[src/led_matrix_pwm_row_scanner_unit_defines.svh]
// Assertion macros shared by the LED matrix row scanner RTL.
`ifndef LED_MATRIX_PWM_ROW_SCANNER_UNIT_DEFINES_SVH
`define LED_MATRIX_PWM_ROW_SCANNER_UNIT_DEFINES_SVH

// Same-cycle implication, sampled on clk, off while rst_n is low.
`define LMPRS_ASSERT_IMP(label, ante, cons, msg) \
  label: assert property (@(posedge clk) disable iff (!rst_n) (ante) |-> (cons)) \
    else $error(msg);

// Next-cycle implication, sampled on clk, off while rst_n is low.
`define LMPRS_ASSERT_NXT(label, ante, cons, msg) \
  label: assert property (@(posedge clk) disable iff (!rst_n) (ante) |=> (cons)) \
    else $error(msg);

`endif

[src/lmprs_pkg.sv]
// Shared types and constants of the LED matrix row scanner.
`timescale 1ns / 1ps
`default_nettype none
package lmprs_pkg;

  // Matrix geometry, set by the 4-bit row and column fields
  localparam int IDX_W  = 4;
  localparam int SIDE   = 1 << IDX_W;
  localparam int ADDR_W = 2 * IDX_W;
  localparam logic [IDX_W-1:0] ROW_LAST = IDX_W'(SIDE - 1);
  localparam logic [IDX_W-1:0] COL_LAST = IDX_W'(SIDE - 1);

  // Pixel and PWM widths
  localparam int LVL_W   = 2;
  localparam int PX_W    = 2 * LVL_W;
  localparam int PHASE_W = 2;
  localparam int VAL_W   = 8;
  localparam int ACT_W   = 2;

  // Configuration port
  localparam int CFG_ADDR_W = 3;
  localparam int CFG_DATA_W = 32;
  localparam logic REG_FIXED_MODE = 1'b0;
  localparam logic REG_FIXED_THR  = 1'b1;
  localparam logic [PHASE_W-1:0] FIXED_THR_RST = PHASE_W'(1);

  // Request action codes
  typedef enum logic [ACT_W-1:0] {
    ACT_WRITE  = 2'd0,
    ACT_TICK   = 2'd1,
    ACT_RESYNC = 2'd2
  } action_t;

  // Controller states
  typedef enum logic {
    ST_IDLE,
    ST_SCAN
  } state_t;

  // Register contents
  typedef struct packed {
    logic               fixed_mode;
    logic [PHASE_W-1:0] fixed_threshold;
  } cfg_t;

  // Controller to datapath commands
  typedef struct packed {
    logic wr_en;
    logic resync;
    logic start;
    logic issue;
    logic advance;
  } dp_cmd_t;

  // Datapath to controller status
  typedef struct packed {
    logic col_last;
  } dp_sts_t;

endpackage
`default_nettype wire

[src/lmprs_if.sv]
// Request and result channel interfaces of the LED matrix row scanner.
`timescale 1ns / 1ps
`default_nettype none
interface lmprs_in_if;
  logic                           valid;
  logic                           ready;
  logic [lmprs_pkg::ACT_W-1:0]    action;
  logic [lmprs_pkg::IDX_W-1:0]    pixel_row;
  logic [lmprs_pkg::IDX_W-1:0]    pixel_col;
  logic [lmprs_pkg::VAL_W-1:0]    pixel_value;

  modport source (output valid, action, pixel_row, pixel_col, pixel_value, input ready);
  modport sink   (input valid, action, pixel_row, pixel_col, pixel_value, output ready);
endinterface

interface lmprs_out_if;
  logic                           valid;
  logic                           ready;
  logic                           red_on;
  logic                           green_on;
  logic [lmprs_pkg::IDX_W-1:0]    column_index;
  logic [lmprs_pkg::IDX_W-1:0]    scan_row;
  logic                           row_done;

  modport source (output valid, red_on, green_on, column_index, scan_row, row_done,
                  input ready);
  modport sink   (input valid, red_on, green_on, column_index, scan_row, row_done,
                  output ready);
endinterface
`default_nettype wire

[src/lmprs_cfg_regs.sv]
// APB register block: fixed mode and fixed threshold.
`timescale 1ns / 1ps
`default_nettype none
module lmprs_cfg_regs (
  input  wire logic                                clk,
  input  wire logic                                rst_n,
  input  wire logic                                psel,
  input  wire logic                                penable,
  input  wire logic                                pwrite,
  input  wire logic [lmprs_pkg::CFG_ADDR_W-1:0]    paddr,
  input  wire logic [lmprs_pkg::CFG_DATA_W-1:0]    pwdata,
  output logic      [lmprs_pkg::CFG_DATA_W-1:0]    prdata,
  output logic                                     pready,
  output lmprs_pkg::cfg_t                          cfg
);

  logic                            fixed_mode_r;
  logic [lmprs_pkg::PHASE_W-1:0]   fixed_thr_r;
  logic                            wr_hit;
  logic                            reg_idx;

  assign pready  = 1'b1;
  assign wr_hit  = psel && penable && pwrite;
  // word index: byte address / 4
  assign reg_idx = paddr[2];

  // register writes
  always_ff @(posedge clk) begin
    if (!rst_n) begin
      fixed_mode_r <= 1'b0;
      fixed_thr_r  <= lmprs_pkg::FIXED_THR_RST;
    end else if (wr_hit) begin
      unique case (reg_idx)
        lmprs_pkg::REG_FIXED_MODE: fixed_mode_r <= pwdata[0];
        lmprs_pkg::REG_FIXED_THR:  fixed_thr_r  <= pwdata[lmprs_pkg::PHASE_W-1:0];
        default: ;
      endcase
    end
  end

  // read mux
  always_comb begin
    unique case (reg_idx)
      lmprs_pkg::REG_FIXED_MODE:
        prdata = {{(lmprs_pkg::CFG_DATA_W-1){1'b0}}, fixed_mode_r};
      lmprs_pkg::REG_FIXED_THR:
        prdata = {{(lmprs_pkg::CFG_DATA_W-lmprs_pkg::PHASE_W){1'b0}}, fixed_thr_r};
      default:
        prdata = '0;
    endcase
  end

  assign cfg.fixed_mode      = fixed_mode_r;
  assign cfg.fixed_threshold = fixed_thr_r;

endmodule
`default_nettype wire

[src/lmprs_ctrl.sv]
// Controller: request decode, scan sequencing and result valid.
`timescale 1ns / 1ps
`default_nettype none
`include "led_matrix_pwm_row_scanner_unit_defines.svh"
module lmprs_ctrl (
  input  wire logic                              clk,
  input  wire logic                              rst_n,
  input  wire logic                              in_valid,
  input  wire logic [lmprs_pkg::ACT_W-1:0]       in_action,
  output logic                                   in_ready,
  output logic                                   out_valid,
  input  wire logic                              out_ready,
  input  wire lmprs_pkg::dp_sts_t                sts,
  output lmprs_pkg::dp_cmd_t                     cmd
);

  lmprs_pkg::state_t state_r, state_nxt;
  logic              out_valid_r, out_valid_nxt;

  // state and result valid registers
  always_ff @(posedge clk) begin
    if (!rst_n) begin
      state_r     <= lmprs_pkg::ST_IDLE;
      out_valid_r <= 1'b0;
    end else begin
      state_r     <= state_nxt;
      out_valid_r <= out_valid_nxt;
    end
  end

  // next state and commands
  always_comb begin
    state_nxt   = state_r;
    cmd         = '0;
    in_ready    = 1'b0;
    unique case (state_r)
      lmprs_pkg::ST_IDLE: begin
        in_ready = 1'b1;
        if (in_valid) begin
          case (lmprs_pkg::action_t'(in_action))
            lmprs_pkg::ACT_WRITE:  cmd.wr_en  = 1'b1;
            lmprs_pkg::ACT_RESYNC: cmd.resync = 1'b1;
            lmprs_pkg::ACT_TICK: begin
              cmd.start = 1'b1;
              state_nxt = lmprs_pkg::ST_SCAN;
            end
            default: ;  // unused code: dropped
          endcase
        end
      end
      lmprs_pkg::ST_SCAN: begin
        // read next column when the result stage is free or being emptied
        cmd.issue = !out_valid_r || out_ready;
        if (cmd.issue && sts.col_last) begin
          cmd.advance = 1'b1;
          state_nxt   = lmprs_pkg::ST_IDLE;
        end
      end
      default: state_nxt = lmprs_pkg::ST_IDLE;
    endcase
  end

  // result stage fills on issue, drains on handshake
  always_comb begin
    if (cmd.issue) begin
      out_valid_nxt = 1'b1;
    end else if (out_ready) begin
      out_valid_nxt = 1'b0;
    end else begin
      out_valid_nxt = out_valid_r;
    end
  end

  assign out_valid = out_valid_r;

  // a pending result is never overwritten
  `LMPRS_ASSERT_IMP(a_no_overwrite, cmd.issue && out_valid_r, out_ready,
                    "result stage overwritten before it was taken")

endmodule
`default_nettype wire

[src/lmprs_datapath.sv]
// Datapath: frame store, row and phase counters, column scan and result stage.
`timescale 1ns / 1ps
`default_nettype none
`include "led_matrix_pwm_row_scanner_unit_defines.svh"
module lmprs_datapath (
  input  wire logic                              clk,
  input  wire logic                              rst_n,
  input  wire lmprs_pkg::cfg_t                   cfg,
  input  wire lmprs_pkg::dp_cmd_t                cmd,
  output lmprs_pkg::dp_sts_t                     sts,
  input  wire logic [lmprs_pkg::IDX_W-1:0]       pixel_row,
  input  wire logic [lmprs_pkg::IDX_W-1:0]       pixel_col,
  input  wire logic [lmprs_pkg::VAL_W-1:0]       pixel_value,
  output logic                                   red_on,
  output logic                                   green_on,
  output logic      [lmprs_pkg::IDX_W-1:0]       column_index,
  output logic      [lmprs_pkg::IDX_W-1:0]       scan_row,
  output logic                                   row_done
);

  localparam int DEPTH = lmprs_pkg::SIDE * lmprs_pkg::SIDE;

  // frame store and its per-entry valid bits
  logic [lmprs_pkg::PX_W-1:0]      mem [DEPTH];
  logic [DEPTH-1:0]                px_valid_r;
  logic [lmprs_pkg::ADDR_W-1:0]    waddr;
  logic [lmprs_pkg::ADDR_W-1:0]    raddr;
  logic [lmprs_pkg::PX_W-1:0]      wdata;

  // counters and scan context
  logic [lmprs_pkg::IDX_W-1:0]     row_counter_r;
  logic [lmprs_pkg::PHASE_W-1:0]   pwm_phase_r;
  logic [lmprs_pkg::IDX_W-1:0]     scan_row_r;
  logic [lmprs_pkg::PHASE_W-1:0]   scan_phase_r;
  logic [lmprs_pkg::IDX_W-1:0]     col_r;

  // result stage
  logic [lmprs_pkg::PX_W-1:0]      rd_px_r;
  logic                            rd_vld_r;
  logic [lmprs_pkg::PX_W-1:0]      px;
  logic [lmprs_pkg::IDX_W-1:0]     out_col_r;
  logic [lmprs_pkg::IDX_W-1:0]     out_row_r;
  logic [lmprs_pkg::PHASE_W-1:0]   out_phase_r;
  logic                            out_last_r;

  assign waddr = {pixel_row, pixel_col};
  // rotated read: store row = column, store column = SIDE-1-scan row
  assign raddr = {col_r, lmprs_pkg::ROW_LAST - scan_row_r};
  assign wdata = {pixel_value[5:4], pixel_value[1:0]};
  assign sts.col_last = (col_r == lmprs_pkg::COL_LAST);

  // store write
  always_ff @(posedge clk) begin
    if (cmd.wr_en) begin
      mem[waddr] <= wdata;
    end
  end

  // valid bits, cleared by reset
  always_ff @(posedge clk) begin
    if (!rst_n) begin
      px_valid_r <= '0;
    end else if (cmd.wr_en) begin
      px_valid_r[waddr] <= 1'b1;
    end
  end

  // registered store read, loads the result stage
  always_ff @(posedge clk) begin
    if (cmd.issue) begin
      rd_px_r     <= mem[raddr];
      rd_vld_r    <= px_valid_r[raddr];
      out_col_r   <= col_r;
      out_row_r   <= scan_row_r;
      out_phase_r <= scan_phase_r;
      out_last_r  <= sts.col_last;
    end
  end

  // scan context latched at tick start
  always_ff @(posedge clk) begin
    if (cmd.start) begin
      scan_row_r   <= row_counter_r;
      scan_phase_r <= cfg.fixed_mode ? cfg.fixed_threshold : pwm_phase_r;
    end
  end

  // column counter
  always_ff @(posedge clk) begin
    if (!rst_n) begin
      col_r <= '0;
    end else if (cmd.start) begin
      col_r <= '0;
    end else if (cmd.issue) begin
      col_r <= col_r + 1'b1;
    end
  end

  // row counter and pwm phase
  always_ff @(posedge clk) begin
    if (!rst_n) begin
      row_counter_r <= '0;
      pwm_phase_r   <= '0;
    end else if (cmd.resync) begin
      row_counter_r <= '0;
    end else if (cmd.advance) begin
      row_counter_r <= scan_row_r + 1'b1;
      if ((scan_row_r == lmprs_pkg::ROW_LAST) && !cfg.fixed_mode) begin
        pwm_phase_r <= pwm_phase_r + 1'b1;
      end
    end
  end

  // result fields: never-written entries read as zero
  assign px           = rd_vld_r ? rd_px_r : '0;
  assign red_on       = out_phase_r < px[lmprs_pkg::LVL_W-1:0];
  assign green_on     = out_phase_r < px[lmprs_pkg::PX_W-1:lmprs_pkg::LVL_W];
  assign column_index = out_col_r;
  assign scan_row     = out_row_r;
  assign row_done     = out_last_r;

  // a new scan starts from column zero
  `LMPRS_ASSERT_IMP(a_start_col_zero, cmd.start, col_r == '0,
                    "scan started with column counter not at zero")
  // row advance only with the last column read
  `LMPRS_ASSERT_IMP(a_advance_last, cmd.advance, cmd.issue && sts.col_last,
                    "row advanced away from the last column")
  // the row counter steps by one after a full row
  `LMPRS_ASSERT_NXT(a_row_step, cmd.advance,
                    row_counter_r == ($past(scan_row_r) + 1'b1),
                    "row counter did not step after a full row")

endmodule
`default_nettype wire

[src/led_matrix_pwm_row_scanner_unit.sv]
// Top level of the LED matrix PWM row scanner.
`timescale 1ns / 1ps
`default_nettype none
// Refresh engine for a 16 x 16 red/green LED matrix. Requests arrive on
// in_chan and are taken only while the block is idle. A refresh tick scans
// the row one column per cycle through the single read port of the frame
// store, as long as out_chan takes the results, and holds the request
// channel until the last column is read. Results leave on out_chan in
// column order; the last carries row_done. The image is rotated: scan row r,
// column c shows stored pixel (row c, column 15-r). A colour is lit when the
// PWM phase is below its 2-bit level; the phase steps modulo 4 after row 15
// unless fixed mode holds it at fixed_threshold. The frame store reads as all
// zero after reset with no clearing pass; registers are fixed_mode at byte 0
// and fixed_threshold at byte 4 on the APB port; the user must write them
// only while the block is idle, which the block itself does not enforce.
module led_matrix_pwm_row_scanner_unit (
  input  wire logic                                clk,
  input  wire logic                                rst_n,
  lmprs_in_if.sink                                 in_chan,
  lmprs_out_if.source                              out_chan,
  input  wire logic                                psel,
  input  wire logic                                penable,
  input  wire logic                                pwrite,
  input  wire logic [lmprs_pkg::CFG_ADDR_W-1:0]    paddr,
  input  wire logic [lmprs_pkg::CFG_DATA_W-1:0]    pwdata,
  output logic      [lmprs_pkg::CFG_DATA_W-1:0]    prdata,
  output logic                                     pready
);

  lmprs_pkg::cfg_t    cfg;
  lmprs_pkg::dp_cmd_t cmd;
  lmprs_pkg::dp_sts_t sts;

  // register block
  lmprs_cfg_regs u_cfg (
    .clk     (clk),
    .rst_n   (rst_n),
    .psel    (psel),
    .penable (penable),
    .pwrite  (pwrite),
    .paddr   (paddr),
    .pwdata  (pwdata),
    .prdata  (prdata),
    .pready  (pready),
    .cfg     (cfg)
  );

  // controller
  lmprs_ctrl u_ctrl (
    .clk       (clk),
    .rst_n     (rst_n),
    .in_valid  (in_chan.valid),
    .in_action (in_chan.action),
    .in_ready  (in_chan.ready),
    .out_valid (out_chan.valid),
    .out_ready (out_chan.ready),
    .sts       (sts),
    .cmd       (cmd)
  );

  // datapath
  lmprs_datapath u_dp (
    .clk          (clk),
    .rst_n        (rst_n),
    .cfg          (cfg),
    .cmd          (cmd),
    .sts          (sts),
    .pixel_row    (in_chan.pixel_row),
    .pixel_col    (in_chan.pixel_col),
    .pixel_value  (in_chan.pixel_value),
    .red_on       (out_chan.red_on),
    .green_on     (out_chan.green_on),
    .column_index (out_chan.column_index),
    .scan_row     (out_chan.scan_row),
    .row_done     (out_chan.row_done)
  );

endmodule
`default_nettype wire

[src/flat_wrapper.sv]
// flat-port wrapper written by rule: the top's interface ports become plain ports
module led_matrix_pwm_row_scanner_unit_flat 
  (clk, rst_n, psel, penable, pwrite, paddr, pwdata, prdata, pready, in_chan_valid, in_chan_action, in_chan_pixel_row, in_chan_pixel_col, in_chan_pixel_value, in_chan_ready, out_chan_valid, out_chan_red_on, out_chan_green_on, out_chan_column_index, out_chan_scan_row, out_chan_row_done, out_chan_ready);
  lmprs_in_if in_chan_i ();
  lmprs_out_if out_chan_i ();
  input  wire logic clk;
  input  wire logic rst_n;
  input  wire logic psel;
  input  wire logic penable;
  input  wire logic pwrite;
  input  wire logic [lmprs_pkg::CFG_ADDR_W-1:0] paddr;
  input  wire logic [lmprs_pkg::CFG_DATA_W-1:0] pwdata;
  output logic      [lmprs_pkg::CFG_DATA_W-1:0] prdata;
  output logic pready;
  input wire logic [$bits(in_chan_i.valid)-1:0] in_chan_valid;
  input wire logic [$bits(in_chan_i.action)-1:0] in_chan_action;
  input wire logic [$bits(in_chan_i.pixel_row)-1:0] in_chan_pixel_row;
  input wire logic [$bits(in_chan_i.pixel_col)-1:0] in_chan_pixel_col;
  input wire logic [$bits(in_chan_i.pixel_value)-1:0] in_chan_pixel_value;
  output wire logic [$bits(in_chan_i.ready)-1:0] in_chan_ready;
  output wire logic [$bits(out_chan_i.valid)-1:0] out_chan_valid;
  output wire logic [$bits(out_chan_i.red_on)-1:0] out_chan_red_on;
  output wire logic [$bits(out_chan_i.green_on)-1:0] out_chan_green_on;
  output wire logic [$bits(out_chan_i.column_index)-1:0] out_chan_column_index;
  output wire logic [$bits(out_chan_i.scan_row)-1:0] out_chan_scan_row;
  output wire logic [$bits(out_chan_i.row_done)-1:0] out_chan_row_done;
  input wire logic [$bits(out_chan_i.ready)-1:0] out_chan_ready;
  assign in_chan_i.valid = in_chan_valid;
  assign in_chan_i.action = in_chan_action;
  assign in_chan_i.pixel_row = in_chan_pixel_row;
  assign in_chan_i.pixel_col = in_chan_pixel_col;
  assign in_chan_i.pixel_value = in_chan_pixel_value;
  assign in_chan_ready = in_chan_i.ready;
  assign out_chan_valid = out_chan_i.valid;
  assign out_chan_red_on = out_chan_i.red_on;
  assign out_chan_green_on = out_chan_i.green_on;
  assign out_chan_column_index = out_chan_i.column_index;
  assign out_chan_scan_row = out_chan_i.scan_row;
  assign out_chan_row_done = out_chan_i.row_done;
  assign out_chan_i.ready = out_chan_ready;
  led_matrix_pwm_row_scanner_unit u_core (.clk(clk), .rst_n(rst_n), .in_chan(in_chan_i), .out_chan(out_chan_i), .psel(psel), .penable(penable), .pwrite(pwrite), .paddr(paddr), .pwdata(pwdata), .prdata(prdata), .pready(pready));
endmodule
[config.mk]
export PLATFORM = sky130hd
export DESIGN_NAME = led_matrix_pwm_row_scanner_unit_flat
export DESIGN_NICKNAME = d
export VERILOG_FILES = /design/src/lmprs_pkg.sv /design/src/lmprs_if.sv /design/src/lmprs_cfg_regs.sv /design/src/lmprs_ctrl.sv /design/src/lmprs_datapath.sv /design/src/led_matrix_pwm_row_scanner_unit.sv /design/src/flat_wrapper.sv
export VERILOG_INCLUDE_DIRS = /design/src /design/src/src
export SDC_FILE = /design/constraint.sdc
export NUM_CORES = 2
export LEC_CHECK = 0
export BUFFER_PORTS_ARGS = -buffer_cell sky130_fd_sc_hd__buf_2
export CORE_ASPECT_RATIO = 1.5
export CORE_MARGIN = 5
export CORE_UTILIZATION = 34
export CTS_CLUSTER_SIZE = 10
export DETAILED_ROUTE_END_ITERATION = 8
export GPL_ROUTABILITY_DRIVEN = 0
export SLEW_MARGIN = 20
export SYNTH_ARGS = -nofsm -noshare
export SYNTH_HDL_FRONTEND = slang
export SYNTH_HIERARCHICAL = 1
export SYNTH_SLANG_ARGS = --single-unit
[constraint.sdc]
create_clock -name clk -period 2.5 [get_ports clk]
set_input_delay 0 -clock clk [delete_from_list [all_inputs] [get_ports clk]]
set_output_delay 0 -clock clk [all_outputs]
set_load 0.01 [all_outputs]
== Word-level counts from Yosys, hierarchy flattened ==
Memories as Yosys holds them, arrays and structs flattened. A register that Yosys moved wholly into a read port is not among the register bits.
Cells that the tools add are included.

* Register bits after elaboration: 289
* Output and inout port bits: 46
* Memory bits (read-only): 0
* RAM bits: 1,024
* Latch bits: 0
* Memories: 1
* Input bits: 60

* Divide/modulo/power cells: 0
* Shift-type cells: 0
* Muxes and demuxes: 22
* Reductions and logical operators: 15
* $add $sub $neg: 4
* Multipliers: 0
* Equal/unequal tests: 4
* Magnitude comparators: 5
* Bitwise logic cells: 5

{| class="wikitable"
|+ Memories
! memory !! words !! width !! rd ports !! clocked after Yosys merged registers in !! write ports !! RTL line !! RTL
|-
| u_core.u_dp.mem || 256 || 4 || 1 || 1 || 1 || lmprs_datapath.sv:24 || <nowiki>logic [lmprs_pkg::PX_W-1:0] mem [DEPTH];</nowiki>
|}

{| class="wikitable"
|+ Operator list
! kind !! count
|-
| 256-bit bitwise OR || 1
|-
| 32-bit one-hot mux with 2 select lines || 1
|-
| 8-bit by 9-bit < comparator with 1-bit output, second input constant || 2
|-
| 1-bit two-way mux || 13
|-
| 4-bit by 1-bit adder with 4-bit output, second input constant || 2
|-
| 1-bit binary-select mux with 8-bit select || 1
|-
| 1-bit demux with 8-bit select || 1
|-
| 4-bit equality test, second input constant || 2
|-
| 8-bit by 1-bit greater-or-equal comparator with 1-bit output, second input constant || 1
|-
| 3-bit two-way mux || 2
|-
| 1-bit logical AND || 5
|-
| 2-bit < comparator || 2
|-
| 2-bit two-way mux || 2
|-
| 4-bit two-way mux || 1
|-
| 1-bit NOT || 4
|-
| 2-bit AND reduction || 2
|-
| 2-bit OR reduction || 2
|-
| 4-bit subtractor, first input constant || 1
|-
| 3-bit AND reduction || 1
|-
| 2-bit by 1-bit adder with 2-bit output, second input constant || 1
|-
| 2-bit by 1-bit equality test with 1-bit output, second input constant || 1
|-
| 2-bit equality test, second input constant || 1
|-
| 1-bit logical NOT || 2
|-
| 2-bit logical NOT || 1
|-
| other kinds (3) || 3
|}

== Depth between registers and ports, before layout ==
* Word-level depth: 6
* Gate-level depth with buffers: 12
* Mapped depth without buffers: 8

== Cells and area by module ==
The synthesis kept the hierarchy.

{| class="wikitable"
|+ Modules (own cells, without submodules)
! module !! times used !! area each (sq um) !! sequential area each (sq um) !! cells an instance
|-
| lmprs_datapath || 1 || 50,902.6 || 36,735.2 || 2,859
|-
| lmprs_cfg_regs || 1 || 399.1 || 60.1 || 50
|-
| lmprs_ctrl || 1 || 130.1 || 40.0 || 13
|}

== Least setup slack after synthesis ==
Ideal clock, no wire load.

* Path kind: register to register
* Start point: register u_core.u_ctrl.state_r
* End point: memory u_core/u_dp/mem[207][0] (netlist bit) (enable)
* Setup slack: 0.060 ns
* Arrival time: 2.103 ns
* Cell stages (with the launch flop): 7
* Data required time: 2.163 ns
* Buffers on the path: 3
* Path through: dfxtp_1 nor4b_1 clkbuf_1 or4b_2 clkbuf_1 clkbuf_1 nor2_1

{| class="wikitable"
|+ RTL lines
! item !! RTL line !! RTL
|-
| from (decl) || lmprs_ctrl.sv:17 || <nowiki>lmprs_pkg::state_t state_r, state_nxt;</nowiki>
|-
| from (signal assigned) || lmprs_ctrl.sv:23 || <nowiki>state_r <= lmprs_pkg::ST_IDLE;</nowiki>
|-
| from (signal assigned) || lmprs_ctrl.sv:26 || <nowiki>state_r <= state_nxt;</nowiki>
|-
| to (decl) || lmprs_datapath.sv:24 ||
|}

== Worst setup path in the final report ==
* Start point: register u_core/u_dp/scan_row_r[0] (netlist bit)
* End point: register u_core/u_dp/rd_px_r[2] (netlist bit), read port of u_core.u_dp.mem (data pin)

* Longest elaborated chain between the ends: 1

{| class="wikitable"
|+ Ends and longest elaborated chain
! item !! RTL line !! RTL
|-
| from (decl) || lmprs_datapath.sv:33 || <nowiki>logic [lmprs_pkg::IDX_W-1:0] scan_row_r;</nowiki>
|-
| from (signal assigned) || lmprs_datapath.sv:83 || <nowiki>scan_row_r <= row_counter_r;</nowiki>
|-
| 4-bit subtractor || lmprs_datapath.sv:48 || <nowiki>assign raddr = {col_r, lmprs_pkg::ROW_LAST - scan_row_r};</nowiki>
|-
| to (decl) || lmprs_datapath.sv:38 || <nowiki>logic [lmprs_pkg::PX_W-1:0] rd_px_r;</nowiki>
|}

Every way passes these cells.
A chain may end at the register's enable or synchronous reset.

==> results.md <==
- PortBufs: 38
- VDD IR max: 537 µV
- Initial Utilization: about a third
- Final Hold Viols: 0
- Layout Nets: about 3600
- WS Path Type: register to register
- Fin cells: roughly 5600
- Share of cells above drive strength 1: 33.3%
- Asr flop ratio synth: 0%
- Fin area: 64000 µm²
- Synth area leader: edfxtp_1
- RSZ-0062 raised after global routing: yes
- Total vias in the final route: approximately 29000
- Num CTS Buffers: about 150
- Outcome: complete, but fails checks
- Post-synthesis cell type count: 63
- Grt ovf: 0
- Most used DFF post-synth: edfxtp_1
- Post-Syn Area: around 50000 µm²
- List of most frequent post-synthesis cells: 1046 x edfxtp_1, 285 x nor2_1, 275 x mux4_2
- Reg2reg start: u_core/u_dp/scan_row_r[0]
- Root buf cell: clkbuf_16
- Post-synthesis register bit count: ~1300
- Detail Placement HPWL: a little over 90000 µm
- Synthesis-to-layout area growth: 24.4%
- Minimum clock period: about 2.9 ns
- Violated checks: setup timing
- Worst setup endpoint: u_core/u_dp/rd_px_r[2]
- Critical Path Start Type: register
- Post-route setup slack: -0.363 ns
- Number of max-cap violations: 0
- Crit path capture type: register
- Antenna violations before repair: 6
- Most common cell on crit path: buf_4
- First-pass DRT Iterations: 5
- Placed Area: around 60000 µm²
- Residual DRC count: 0
- Synthesized instance count: just under 3000
- Worst EP arrival: about 3.4 ns
- Rel. slew slack: a little under half
- Worst-path clk slew: about 0.06 ns
- Top cell type's share of synthesized area: 61.1%
- Die W: 328 µm
- H-Tree Depth: 4
- Pins Over Slew Limit: 0
- CP max stage cell: mux4_2
- Peak Freq: roughly 350 MHz
- Crit share post-route: 115%
- Critical Path, Cell by Cell: buf_4 -> buf_12 -> buf_16 -> buf_6 -> mux4_2 -> o22ai_2 -> nor3_1 -> buf_4 -> nor4_4 -> buf_4 -> nor4_2
- Initial DRC Count: around 2700
- Avg Inst Size Synth: roughly 18 µm²
- I/O Pins: 106
- Worst R2R Path Depth: 11
- Core footprint: 150000 µm²
- Register area share after synthesis: between 70% and 80%
- Post-Route WL: between 100000 and 150000 µm
- Reg2reg end: u_core/u_dp/rd_px_r[2]
- Synth area leaders: edfxtp_1 61%, mux4_2 12%, dfxtp_1 11%
- CTS tree: yes
- Reg-to-reg setup timing slack: -0.36 ns
- Routed Antenna Nets: 0
- Worst hold path class: input pin to register
- Post-synth EDFFs: 1046
- Final setup fails: 5
- Worst EP required: ~3.0 ns
- Vias in the first global route: ~30000
- Setup Skew: about 0.022 ns
- Per-cell routed wire length: 25.1 µm
- Die ar.: 159000 µm²
- First-pass GRT wire length: between 200000 and 250000 µm
- LEAKAGE: roughly 22 nW
- Slew @ Worst Pin: between 0.8 and 0.9 ns
- Count leader, synth: edfxtp_1
- # clock sinks: around 1300
- Total track usage: 17.5%
- Clock latency on the worst-skew pair: roughly 0.76 ns
- Die Ht: 486 µm
- Core Rows: 174
- Maximum root-to-sink buffer count: 3
- Power per standard cell area: roughly 700 nW/µm²
- Crit-path max cell delay: 0.53 ns
- Vias per cell: ~5.2
- Crit Path Max Fanout: 7
- Largest net degree at the start of global routing: slightly below 90
- Worst setup path startpoint: u_core/u_dp/scan_row_r[0]
- Dpl cells: 5302
- Synth warn: 6
[how the worst min path moves through the flow]
stage	startpoint	endpoint	slack (ns)	cells past startpoint
6_report	in_chan_pixel_row[2]	u_core/u_dp/mem[247][0]	0.15	5
2_1_floorplan	in_chan_pixel_value[0]	u_core/u_dp/mem[0][0]	0.1	0
4_1_cts	pwrite	u_core/u_cfg/fixed_mode_r	0.07	4
3_5_place_dp	pwdata[1]	u_core/u_cfg/fixed_thr_r[1]	0.26	3
5_1_grt	pwrite	u_core/u_cfg/fixed_mode_r	0.14	4
3_3_place_gp	pwdata[1]	u_core/u_cfg/fixed_thr_r[1]	0.25	3
[cells in the final DEF, fill, tap and decap left out, types with 11 or more instances in the layout]
cell,n
a21oi_1,49
dfxtp_1,270
o21a_1,257
a21oi_2,11
clkbuf_1,107
nand4_1,13
nor3_1,17
a22oi_2,26
o22ai_1,15
nand3_1,26
buf_12,65
o221ai_1,16
mux2i_1,101
buf_2,33
a22oi_1,66
dlygate4sd3_1,26
nor2_1,281
mux4_2,275
nor2b_1,15
conb_1,31
nand2_1,50
edfxtp_1,1046
clkbuf_16,157
buf_4,552
[sequential cells by signal, summed over array words and instances, names as in the netlist, 4 cells and up]
| signal | cells |
|---|---|
| u_core/u_dp/column_index | 4 |
| u_core/u_dp/rd_px_r | 4 |
| u_core/u_dp/scan_row | 4 |
| u_core/u_dp/scan_row_r | 4 |
| u_core/u_dp/row_counter_r | 4 |
| u_core/u_dp/mem | 1024 |
| u_core/u_dp/col_r | 4 |
| u_core/u_dp/px_valid_r | 256 |
[metal layers]
layer	global-route usage, %	share of wire [%]	vias up
met3	3.02	5.0	327
met1	19.6	36	15204
met4	9.42	6.0	0
met2	31.9	53	913
met5	0	0	-
li1	-	-	12922
[through the flow]
stage          power [mW]  setup TNS, ns  hold slack (ns)  util [%]  setup WS (ns)
2_1_floorplan        24.8              0           0.0989         -         0.0597
3_3_place_gp         25.5          -2.96            0.250      38.8         -0.885
3_5_place_dp         25.5          -2.93            0.255      38.8         -0.844
4_1_cts              45.5          -1.52           0.0672      42.4         -0.312
5_1_grt              46.5          -1.94            0.137      42.6         -0.410
6_report             45.2          -1.62            0.145      42.6         -0.363
[area by class of cell]
cell class              instances  area, µm²
repair buffers                707       6490
inverters                       6       22.5
clock buffers                 263       4290
clock inverters                 8        104
fillers                     13205      86300
multi-input cells            1400      13800
diodes                          5       12.5
flip-flops and latches       1317      36800
well taps                    1936       2420
[worst max-delay path: cells and delay by family (launching register included)]
kind                   cells  cell delay (ns)
DFF                        1             0.40
muxes                      1             0.53
AOI/OAI and AO/OA          1             0.15
buffers and inverters      6             0.94
and+or+nand+nor            3             0.55
[kinds of logic (layout without fill, tap and decap cells)]
group	count (synthesis)	count (layout)	synth area share (%)
buffers and inverters	234	984	2.70
XOR/XNOR	7	7	0.119
other	2	36	0.0146
AO/OA/AOI/OAI	517	517	7.35
adder cells (fa/ha/maj)	4	4	0.0973
AND/OR/NAND/NOR	456	456	3.90
multiplexers	385	385	14.2
flip-flops	1317	1317	71.6
[timing repair]
item / CTS / global route
hold buffers: 26 / 0
gates resized for setup: 64 / 39
pin swaps: 27 / 17
hold endpoints to repair: 608 / 0
buffers inserted: 21 / 10
endpoints found under the setup margin: 5 / 6
gates cloned: 7 / 2
[where the power goes]
| group | switching, mW | internal [mW] |
|---|---|---|
| clock | 8.42 | 11.6 |
| sequential | 0.0164 | 23.6 |
| combinational | 0.957 | 0.533 |
(Power assumes the default switching activity.)
